**config.mk**
```make
export PLATFORM = sky130hd
export DESIGN_NAME = ffa_ctrl
export DESIGN_NICKNAME = d
export VERILOG_FILES = /design/src/sv/ffa_pkg.sv /design/src/sv/ffa_ctrl.sv
export VERILOG_INCLUDE_DIRS = /design/src /design/src/sv
export SDC_FILE = /design/constraint.sdc
export NUM_CORES = 1
export LEC_CHECK = 0
export CAP_MARGIN = 10
export CORE_UTILIZATION = 44
export DETAILED_ROUTE_END_ITERATION = 16
export DONT_BUFFER_PORTS = 1
export GPL_TIMING_DRIVEN = 0
export HOLD_SLACK_MARGIN = 0.05
export PLACE_DENSITY = 0.7
export RECOVER_POWER = 100
export REMOVE_ABC_BUFFERS = 1
export SLEW_MARGIN = 25
export SYNTH_ARGS = -nofsm -noshare
export SYNTH_HDL_FRONTEND = slang
export SYNTH_SLANG_ARGS = --single-unit
```
**constraint.sdc**
```tcl
create_clock -name clk -period 1.7 [get_ports clk]
set_input_delay 0.17 -clock clk [delete_from_list [all_inputs] [get_ports clk]]
set_output_delay 0.17 -clock clk [all_outputs]
set_load 0.02 [all_outputs]
```
**src/sv/first_fit_boundary_tag_allocator_assert.svh**
```systemverilog
// ---------------------------------------------------------------------------
// Assertion macros for the first-fit allocator
// Shared concurrent assertion forms used by the allocator modules.
// ---------------------------------------------------------------------------
`ifndef FIRST_FIT_BOUNDARY_TAG_ALLOCATOR_ASSERT_SVH
`define FIRST_FIT_BOUNDARY_TAG_ALLOCATOR_ASSERT_SVH

// Implication checked every cycle outside reset.
`define FFA_ASSERT_IMPL(label, clk, rst, ante, cons) \
  label: assert property (@(posedge clk) disable iff (rst) (ante) |-> (cons)) \
    else $error("assertion failed");

// Implication whose consequent is checked in the cycle after the antecedent, outside reset.
`define FFA_ASSERT_NEXT(label, clk, rst, ante, cons) \
  label: assert property (@(posedge clk) disable iff (rst) (ante) |=> (cons)) \
    else $error("assertion failed");

`endif

```
**src/sv/ffa_pkg.sv**
```systemverilog
// ---------------------------------------------------------------------------
// Allocator package
// Shared constants, state encoding and controller/datapath command and status types.
// ---------------------------------------------------------------------------
package ffa_pkg;

  localparam int HEAP_WORDS = 512;
  localparam int ADDR_W     = 9;
  localparam int TAG_W      = 14;
  localparam int BYTE_W     = 13;
  localparam logic [BYTE_W-1:0] HEAP_CAP   = 13'd4096;
  localparam logic [BYTE_W-1:0] HEAP_RESET = 13'd4096;
  localparam logic [BYTE_W-1:0] WORD_BYTES = 13'd8;
  localparam logic [BYTE_W-1:0] MIN_BLOCK  = 13'd16;
  localparam logic [BYTE_W-1:0] MIN_SPLIT  = 13'd24;
  localparam logic [BYTE_W-1:0] MIN_HEAP   = 13'd32;

  localparam logic OP_ALLOC = 1'b0;
  localparam logic OP_FREE  = 1'b1;

  typedef enum logic [4:0] {
    ST_CLEAR,
    ST_FORMAT,
    ST_IDLE,
    ST_RD_ISSUE,
    ST_RD_WAIT,
    ST_EXAMINE,
    ST_SPLIT_W0,
    ST_SPLIT_W1,
    ST_SPLIT_W2,
    ST_SPLIT_W3,
    ST_WHOLE_W0,
    ST_WHOLE_W1,
    ST_NEXT_ISSUE,
    ST_NEXT_WAIT,
    ST_NEXT_EXAM,
    ST_PREV_ISSUE,
    ST_PREV_WAIT,
    ST_MERGE_W0,
    ST_MERGE_W1,
    ST_RESULT
  } state_t;

  typedef enum logic [3:0] {
    WSEL_NONE,
    WSEL_SPLIT_REM_HDR,
    WSEL_SPLIT_REM_TRL,
    WSEL_SPLIT_USE_HDR,
    WSEL_SPLIT_USE_TRL,
    WSEL_WHOLE_HDR,
    WSEL_WHOLE_TRL,
    WSEL_MERGE_HDR,
    WSEL_MERGE_TRL
  } wsel_t;

  typedef enum logic [1:0] {
    RSEL_WALK,
    RSEL_NEXT,
    RSEL_PREV
  } rsel_t;

  typedef struct packed {
    logic  clear_step;
    logic  format_write;
    logic  load_item;
    logic  rd_en;
    rsel_t rd_sel;
    logic  latch_walk;
    logic  latch_next;
    logic  latch_prev;
    logic  advance;
    wsel_t wsel;
    logic  set_fail;
    logic  set_alloc_ok;
    logic  set_free_ok;
  } cmd_t;

  typedef struct packed {
    logic clear_done;
    logic is_alloc;
    logic walk_end;
    logic fits;
    logic split_ok;
    logic past_target;
    logic at_target;
    logic next_in_heap;
    logic have_prev;
  } sts_t;

endpackage

```
**src/sv/ffa_ctrl.sv**
```systemverilog
// ---------------------------------------------------------------------------
// Allocator controller
// Sequences the heap clear, the block walk and the tag updates.
// ---------------------------------------------------------------------------
`include "first_fit_boundary_tag_allocator_assert.svh"

module ffa_ctrl (
  input  logic          clk,
  input  logic          rst,
  input  logic          cfg_we,
  input  logic          in_valid,
  output logic          in_stall,
  output logic          out_valid,
  input  logic          out_stall,
  output ffa_pkg::cmd_t cmd,
  input  ffa_pkg::sts_t sts
);

  ffa_pkg::state_t state;
  ffa_pkg::state_t state_next;
  logic            fmt_second;
  logic            fmt_second_next;

  always_ff @(posedge clk) begin
    if (rst || cfg_we) begin
      state      <= ffa_pkg::ST_CLEAR;
      fmt_second <= 1'b0;
    end else begin
      state      <= state_next;
      fmt_second <= fmt_second_next;
    end
  end

  always_comb begin
    state_next      = state;
    fmt_second_next = fmt_second;
    cmd             = '0;
    cmd.rd_sel      = ffa_pkg::RSEL_WALK;
    cmd.wsel        = ffa_pkg::WSEL_NONE;
    in_stall        = 1'b1;
    out_valid       = 1'b0;
    case (state)
      ffa_pkg::ST_CLEAR: begin
        if (sts.clear_done) begin
          state_next = ffa_pkg::ST_FORMAT;
        end else begin
          cmd.clear_step = 1'b1;
        end
      end
      ffa_pkg::ST_FORMAT: begin
        cmd.format_write = 1'b1;
        fmt_second_next  = 1'b1;
        if (fmt_second) begin
          state_next = ffa_pkg::ST_IDLE;
        end
      end
      ffa_pkg::ST_IDLE: begin
        in_stall = 1'b0;
        if (in_valid) begin
          cmd.load_item = 1'b1;
          state_next    = ffa_pkg::ST_RD_ISSUE;
        end
      end
      ffa_pkg::ST_RD_ISSUE: begin
        cmd.rd_en  = 1'b1;
        state_next = ffa_pkg::ST_RD_WAIT;
      end
      ffa_pkg::ST_RD_WAIT: begin
        cmd.latch_walk = 1'b1;
        state_next     = ffa_pkg::ST_EXAMINE;
      end
      ffa_pkg::ST_EXAMINE: begin
        if (sts.walk_end || (!sts.is_alloc && sts.past_target)) begin
          if (sts.is_alloc) begin
            cmd.set_fail = 1'b1;
          end else begin
            cmd.set_free_ok = 1'b1;
            cmd.latch_walk  = 1'b1;
          end
          state_next = ffa_pkg::ST_RESULT;
        end else if (sts.is_alloc && sts.fits) begin
          cmd.set_alloc_ok = 1'b1;
          state_next = sts.split_ok ? ffa_pkg::ST_SPLIT_W0 : ffa_pkg::ST_WHOLE_W0;
        end else if (!sts.is_alloc && sts.at_target) begin
          cmd.rd_sel = ffa_pkg::RSEL_NEXT;
          cmd.rd_en  = sts.next_in_heap;
          state_next = sts.next_in_heap ? ffa_pkg::ST_NEXT_WAIT : ffa_pkg::ST_PREV_ISSUE;
        end else begin
          cmd.advance = 1'b1;
          state_next  = ffa_pkg::ST_RD_ISSUE;
        end
      end
      ffa_pkg::ST_SPLIT_W0: begin
        cmd.wsel   = ffa_pkg::WSEL_SPLIT_REM_HDR;
        state_next = ffa_pkg::ST_SPLIT_W1;
      end
      ffa_pkg::ST_SPLIT_W1: begin
        cmd.wsel   = ffa_pkg::WSEL_SPLIT_REM_TRL;
        state_next = ffa_pkg::ST_SPLIT_W2;
      end
      ffa_pkg::ST_SPLIT_W2: begin
        cmd.wsel   = ffa_pkg::WSEL_SPLIT_USE_HDR;
        state_next = ffa_pkg::ST_SPLIT_W3;
      end
      ffa_pkg::ST_SPLIT_W3: begin
        cmd.wsel   = ffa_pkg::WSEL_SPLIT_USE_TRL;
        state_next = ffa_pkg::ST_RESULT;
      end
      ffa_pkg::ST_WHOLE_W0: begin
        cmd.wsel   = ffa_pkg::WSEL_WHOLE_HDR;
        state_next = ffa_pkg::ST_WHOLE_W1;
      end
      ffa_pkg::ST_WHOLE_W1: begin
        cmd.wsel   = ffa_pkg::WSEL_WHOLE_TRL;
        state_next = ffa_pkg::ST_RESULT;
      end
      ffa_pkg::ST_NEXT_WAIT: begin
        cmd.latch_next = 1'b1;
        state_next     = ffa_pkg::ST_PREV_ISSUE;
      end
      ffa_pkg::ST_PREV_ISSUE: begin
        cmd.rd_sel = ffa_pkg::RSEL_PREV;
        cmd.rd_en  = sts.have_prev;
        state_next = sts.have_prev ? ffa_pkg::ST_PREV_WAIT : ffa_pkg::ST_MERGE_W0;
      end
      ffa_pkg::ST_PREV_WAIT: begin
        cmd.latch_prev = 1'b1;
        state_next     = ffa_pkg::ST_MERGE_W0;
      end
      ffa_pkg::ST_MERGE_W0: begin
        cmd.wsel   = ffa_pkg::WSEL_MERGE_HDR;
        state_next = ffa_pkg::ST_MERGE_W1;
      end
      ffa_pkg::ST_MERGE_W1: begin
        cmd.wsel        = ffa_pkg::WSEL_MERGE_TRL;
        cmd.set_free_ok = 1'b1;
        state_next      = ffa_pkg::ST_RESULT;
      end
      ffa_pkg::ST_RESULT: begin
        out_valid = 1'b1;
        if (!out_stall) begin
          state_next = ffa_pkg::ST_IDLE;
        end
      end
      default: begin
        state_next = ffa_pkg::ST_CLEAR;
      end
    endcase
  end

  `FFA_ASSERT_IMPL(a_no_accept_busy, clk, rst, !in_stall, state == ffa_pkg::ST_IDLE)
  `FFA_ASSERT_IMPL(a_one_side, clk, rst, out_valid, in_stall)
  `FFA_ASSERT_NEXT(a_result_holds, clk, rst || cfg_we, out_valid && out_stall, out_valid)

endmodule

```
After elaboration in Yosys (flattened, before gate mapping)
Index checks and enable logic that the tools add are counted.
{"block": "word_totals", "ff_bits": 6, "romBits": 0, "mem_bits_rw": 0, "mem_count": 0, "latch_bits": 0}
{"block": "classes", "n_eq_ne": 21, "muxes": 39, "bitwise": 0, "multipliers": 0, "addsub": 0, "shifts": 0, "reduce_logical": 9, "n_div": 0, "magnitude_cmp": 0}
{"operator": "case mux 5 bit (16 select lines)", "n": 1}
{"operator": "case mux 4 bit (8 select lines)", "n": 1}
{"operator": "== test 5 x 4 -> 1 bit (second input constant)", "n": 6}
{"operator": "2-to-1 mux 5 bit", "n": 6}
{"operator": "== test 5 x 3 -> 1 bit (second input constant)", "n": 4}
{"operator": "== test 5 bit (second input constant)", "n": 4}
{"operator": "2-to-1 mux 1 bit", "n": 20}
{"operator": "== test 5 x 2 -> 1 bit (second input constant)", "n": 2}
{"operator": "2-to-1 mux 3 bit", "n": 3}
{"operator": "2-to-1 mux 4 bit", "n": 2}
{"operator": "!= test 2 bit (second input constant)", "n": 4}
{"operator": "== test 5 x 1 -> 1 bit (second input constant)", "n": 1}
{"operator": "logical NOT 5 bit", "n": 1}
{"operator": "2-to-1 mux 2 bit", "n": 2}
{"operator": "case mux 1 bit (2 select lines)", "n": 2}
{"operator": "case mux 2 bit (2 select lines)", "n": 1}
{"operator": "AND reduction 4 bit", "n": 1}
{"operator": "logical AND 1 bit", "n": 3}
{"operator": "case mux 1 bit (3 select lines)", "n": 1}
{"operator": "OR reduction 3 bit", "n": 1}
{"operator": "logical OR 1 bit", "n": 2}
{"operator": "logical NOT 1 bit", "n": 1}

Logic depth before layout (Yosys ltp)
{"block": "depth", "depth_word": 6, "mapped_depth": 5, "depth_no_buf": 4}

Worst setup path after synthesis
Ideal clock, no wire load.
{"block": "synth_path", "kind": "reg2reg", "from": "register state[4]", "to": "register state[0]", "arrival_time_ps": 1766, "setup_time_ps": 130, "required_time_ps": 1570, "path_slack_ps": -197, "stages_incl_launch_ff": 5, "period_less_slack_ps": 1897, "path_cell_list": "dfxtp_1 -> or2_2 -> nor4b_1 -> nand4b_1 -> o31ai_1"}
{"block": "synth_via", "elab_chain_cells": 3}
{"element": "start, declared", "line_no": "ffa_ctrl.sv:19", "rtl": "ffa_pkg::state_t state;"}
{"element": "start signal, assigned", "line_no": "ffa_ctrl.sv:26", "rtl": "state <= ffa_pkg::ST_CLEAR;"}
{"element": "start signal, assigned", "line_no": "ffa_ctrl.sv:29", "rtl": "state <= state_next;"}
{"element": "== test 5 bit, or another cell as far along", "line_no": "ffa_ctrl.sv:42", "rtl": "case (state)"}
{"element": "OR reduction 3 bit (no source line) / != test 2 bit (equally long branches)"}
{"element": "case mux 5 bit (16 select lines) / AND reduction 4 bit (equally long branches)"}
Several ways; a longest one is shown, not always the timed one.
A chain may end at the register's enable or synchronous reset.

==> results by group <==
Drt
  – Avg WL per Cell: 17.2 µm
  – Final Routed Wirelength: 2290 µm
  – Via count: 904
  – Via/cell ratio: 6.80
  – DRC Markers: 3
  – Initial DRC count: 39
  – ANT nets after route: 0
  – DR pass1 iterations: 13

Synth
  – Synth cell types: 36
  – Synth area leaders: dfxtp_1, nor2_1, buf_6, nand2_1, a21oi_1
  – Cell taking the most area after synthesis: dfxtp_1
  – Cell area after synthesis: 779 µm²
  – Sequential-to-total area share from yosys stat: 15.4%
  – Top cell type's share of synthesized area: 15.4%
  – Main flop type after synthesis: dfxtp_1
  – Post-synth EDFFs: 0
  – Mapped Cells: 113
  – Yosys reg bits: 6
  – Synth async-reset ratio: 0%
  – YS warnings: 0
  – Syn Area/Cell: 6.90 µm²
  – Post-synth top cells: nor2_1, nand2_1, a21oi_1
  – Cell with the most instances after synthesis: nor2_1

CTS
  – Clk slew on worst S/H paths: 40 ps
  – CTS tree: yes
  – Root Driver: clkbuf_4
  – CTS buffer count: 3
  – Clock sinks: 6
  – Clk_lat worst skew: 240 ps
  – CTS max path bufs: 2
  – CTS H-tree lvls: 1
  – Post-CTS Hold Fix Bufs: 0

Timing
  – Clock Skew: 1.11 ps
  – RSZ-0062 raised after global routing: yes
  – Post-route minimum period: 1770 ps
  – Fin. Hold Viols: 0
  – Worst-Margin Slew: 640 ps
  – Final worst setup slack: -71.4 ps
  – Max-slew violations: 0
  – Max frequency: 565 MHz
  – Final worst path period share: 104%
  – Slew HR: 57.0%
  – Final setup vio count: 8

Finish
  – Fillers: 156
  – Layout cell share with drive strength beyond 1: 35.9%
  – Layout Cell Area excl Fill: 945 µm²
  – Nets: 133
  – Syn-to-layout area delta: 21.2%
  – Ant diodes: 0

Power and ir drop
  – Leakage power: 0.000321 µW
  – Total power: 376 µW
  – Worst VDD drop: 0.340 mV
  – Power Density: 398 nW/µm²

Global routing
  – Met2 global-route usage: 43.2%
  – Total gr overflow: 0
  – First-pass GRT wire length: 3800 µm
  – Initial antenna violation count: 0
  – Largest net degree at the start of global routing: 23
  – M1 GR Usage: 34.5%
  – Vias in the first global route: 838
  – All-Layer GR Usage: 26.1%
  – Grt met3 use: 6.53%
  – GR peak layer: met2

Job
  – Max Cap Violations: 0

Floorplanning
  – Initial core utilization: 49.4%
  – Std-Cell Rows: 14
  – Die ar.: 1940 µm²
  – Die extent in y: 44.1 µm
  – Core ar.: 1580 µm²
  – I/O pin cnt: 33
  – Die width: 44.1 µm

Setup path
  – CP required: 1530 ps
  – Worst endpoint data arrival time: 1600 ps
  – Critical Path Source Type: flip-flop
  – Worst Path Max Fanout: 4
  – WS Path Type: flip-flop to output port
  – Critical Path End Type: output port

Placed design
  – RD Place Congestion: 0.859
  – DP Area: 724 µm²
  – Final HPWL DP: 1530 µm
  – I/O Buffers: 0

Status
  – Failing checks: DRC, setup timing
  – Status: finished, violations left

Worst hold path
  – HP Class: input port to flip-flop
stage by stage:
step	std cells	setup TNS (ps)	worst slack (ps)	util, %	hold WS, ps
final	133	-309	-71.4	59.9	115
after global routing	133	-1180	-149	59.9	115
after CTS	133	-490	-205	59.8	97.3
after detailed placement	121	-2980	-347	46.0	378
after global placement	121	-3670	-604	45.6	375
after floorplan	105	-664	-289	-	351
what timing repair did:
action,4_1_cts,5_1_grt
pin swaps,6,6
endpoints found under the setup margin,24,13
cloned,0,0
setup buffers,9,0
gates resized for setup,34,3
cells in the final DEF, fill, tap and decap left out, types with 2 or more instances in the layout:
cell type,n
a31oi_1,5
dfxtp_4,4
nand2_1,9
a21oi_1,7
or3b_2,2
o21ai_0,5
nor2_2,2
nand4b_1,2
nor3_1,5
or4_1,2
clkbuf_4,3
or2_2,4
o211ai_1,3
nand2b_1,2
nor2_1,13
nand4_1,4
and3_1,3
buf_4,8
nor2_4,3
inv_1,4
state kept, by name, summed over array words and instances (netlist names):
name        cells
state           5
fmt_second      1
kinds of logic after synthesis:
logic type             Yosys count  share of synthesized area [%]
AND/OR/NAND/NOR                 64                           44.6
flip-flops                       6                           15.4
buffers and inverters           13                           12.8
AO/OA/AOI/OAI                   30                           27.1
where the power goes:
group	internal [µW]	switching (µW)	total [µW]
Clock	79.8	50.6	130
Combinational	41.9	56.7	98.6
Sequential	140	6.29	147
path summary, 6_finish.rpt:
kind	from	to	slack [ps]	cells past startpoint
setup / recovery	state[4]$_SDFFE_PP0P_	cmd[7]	-70	3
hold reg to reg	fmt_second$_SDFFE_PP0N_	fmt_second$_SDFFE_PP0N_	510	2
hold / removal	sts[6]	state[3]$_SDFFE_PP0P_	110	3
setup reg to reg	state[3]$_SDFFE_PP0P_	state[0]$_SDFFE_PP0P_	-10	5
routing by layer:
layer  wire length (µm)  up-vias
li1                   -      430
met1                978      419
met2               1110       55
met3                209        0
met4                  0        0
met5                  0        -
critical path, cell delays in order (launching register included):
cell and delay, ps:
dfxtp_4 350, or3b_4 440, a2111oi_4 280, and3_4 290
final cells by class:
cell class                      instances  area [µm²]  share of cell area (%)
Multi-Input combinational cell         94         681                    72.1
Timing Repair Buffer                    9        63.8                    6.75
Clock buffer                            3        22.5                    2.38
Sequential cell                         6         136                    14.4
Inverter                                5        21.3                    2.25
Tap cell                               16        20.0                    2.12
Note: power is estimated with default switching activity, not from simulation.
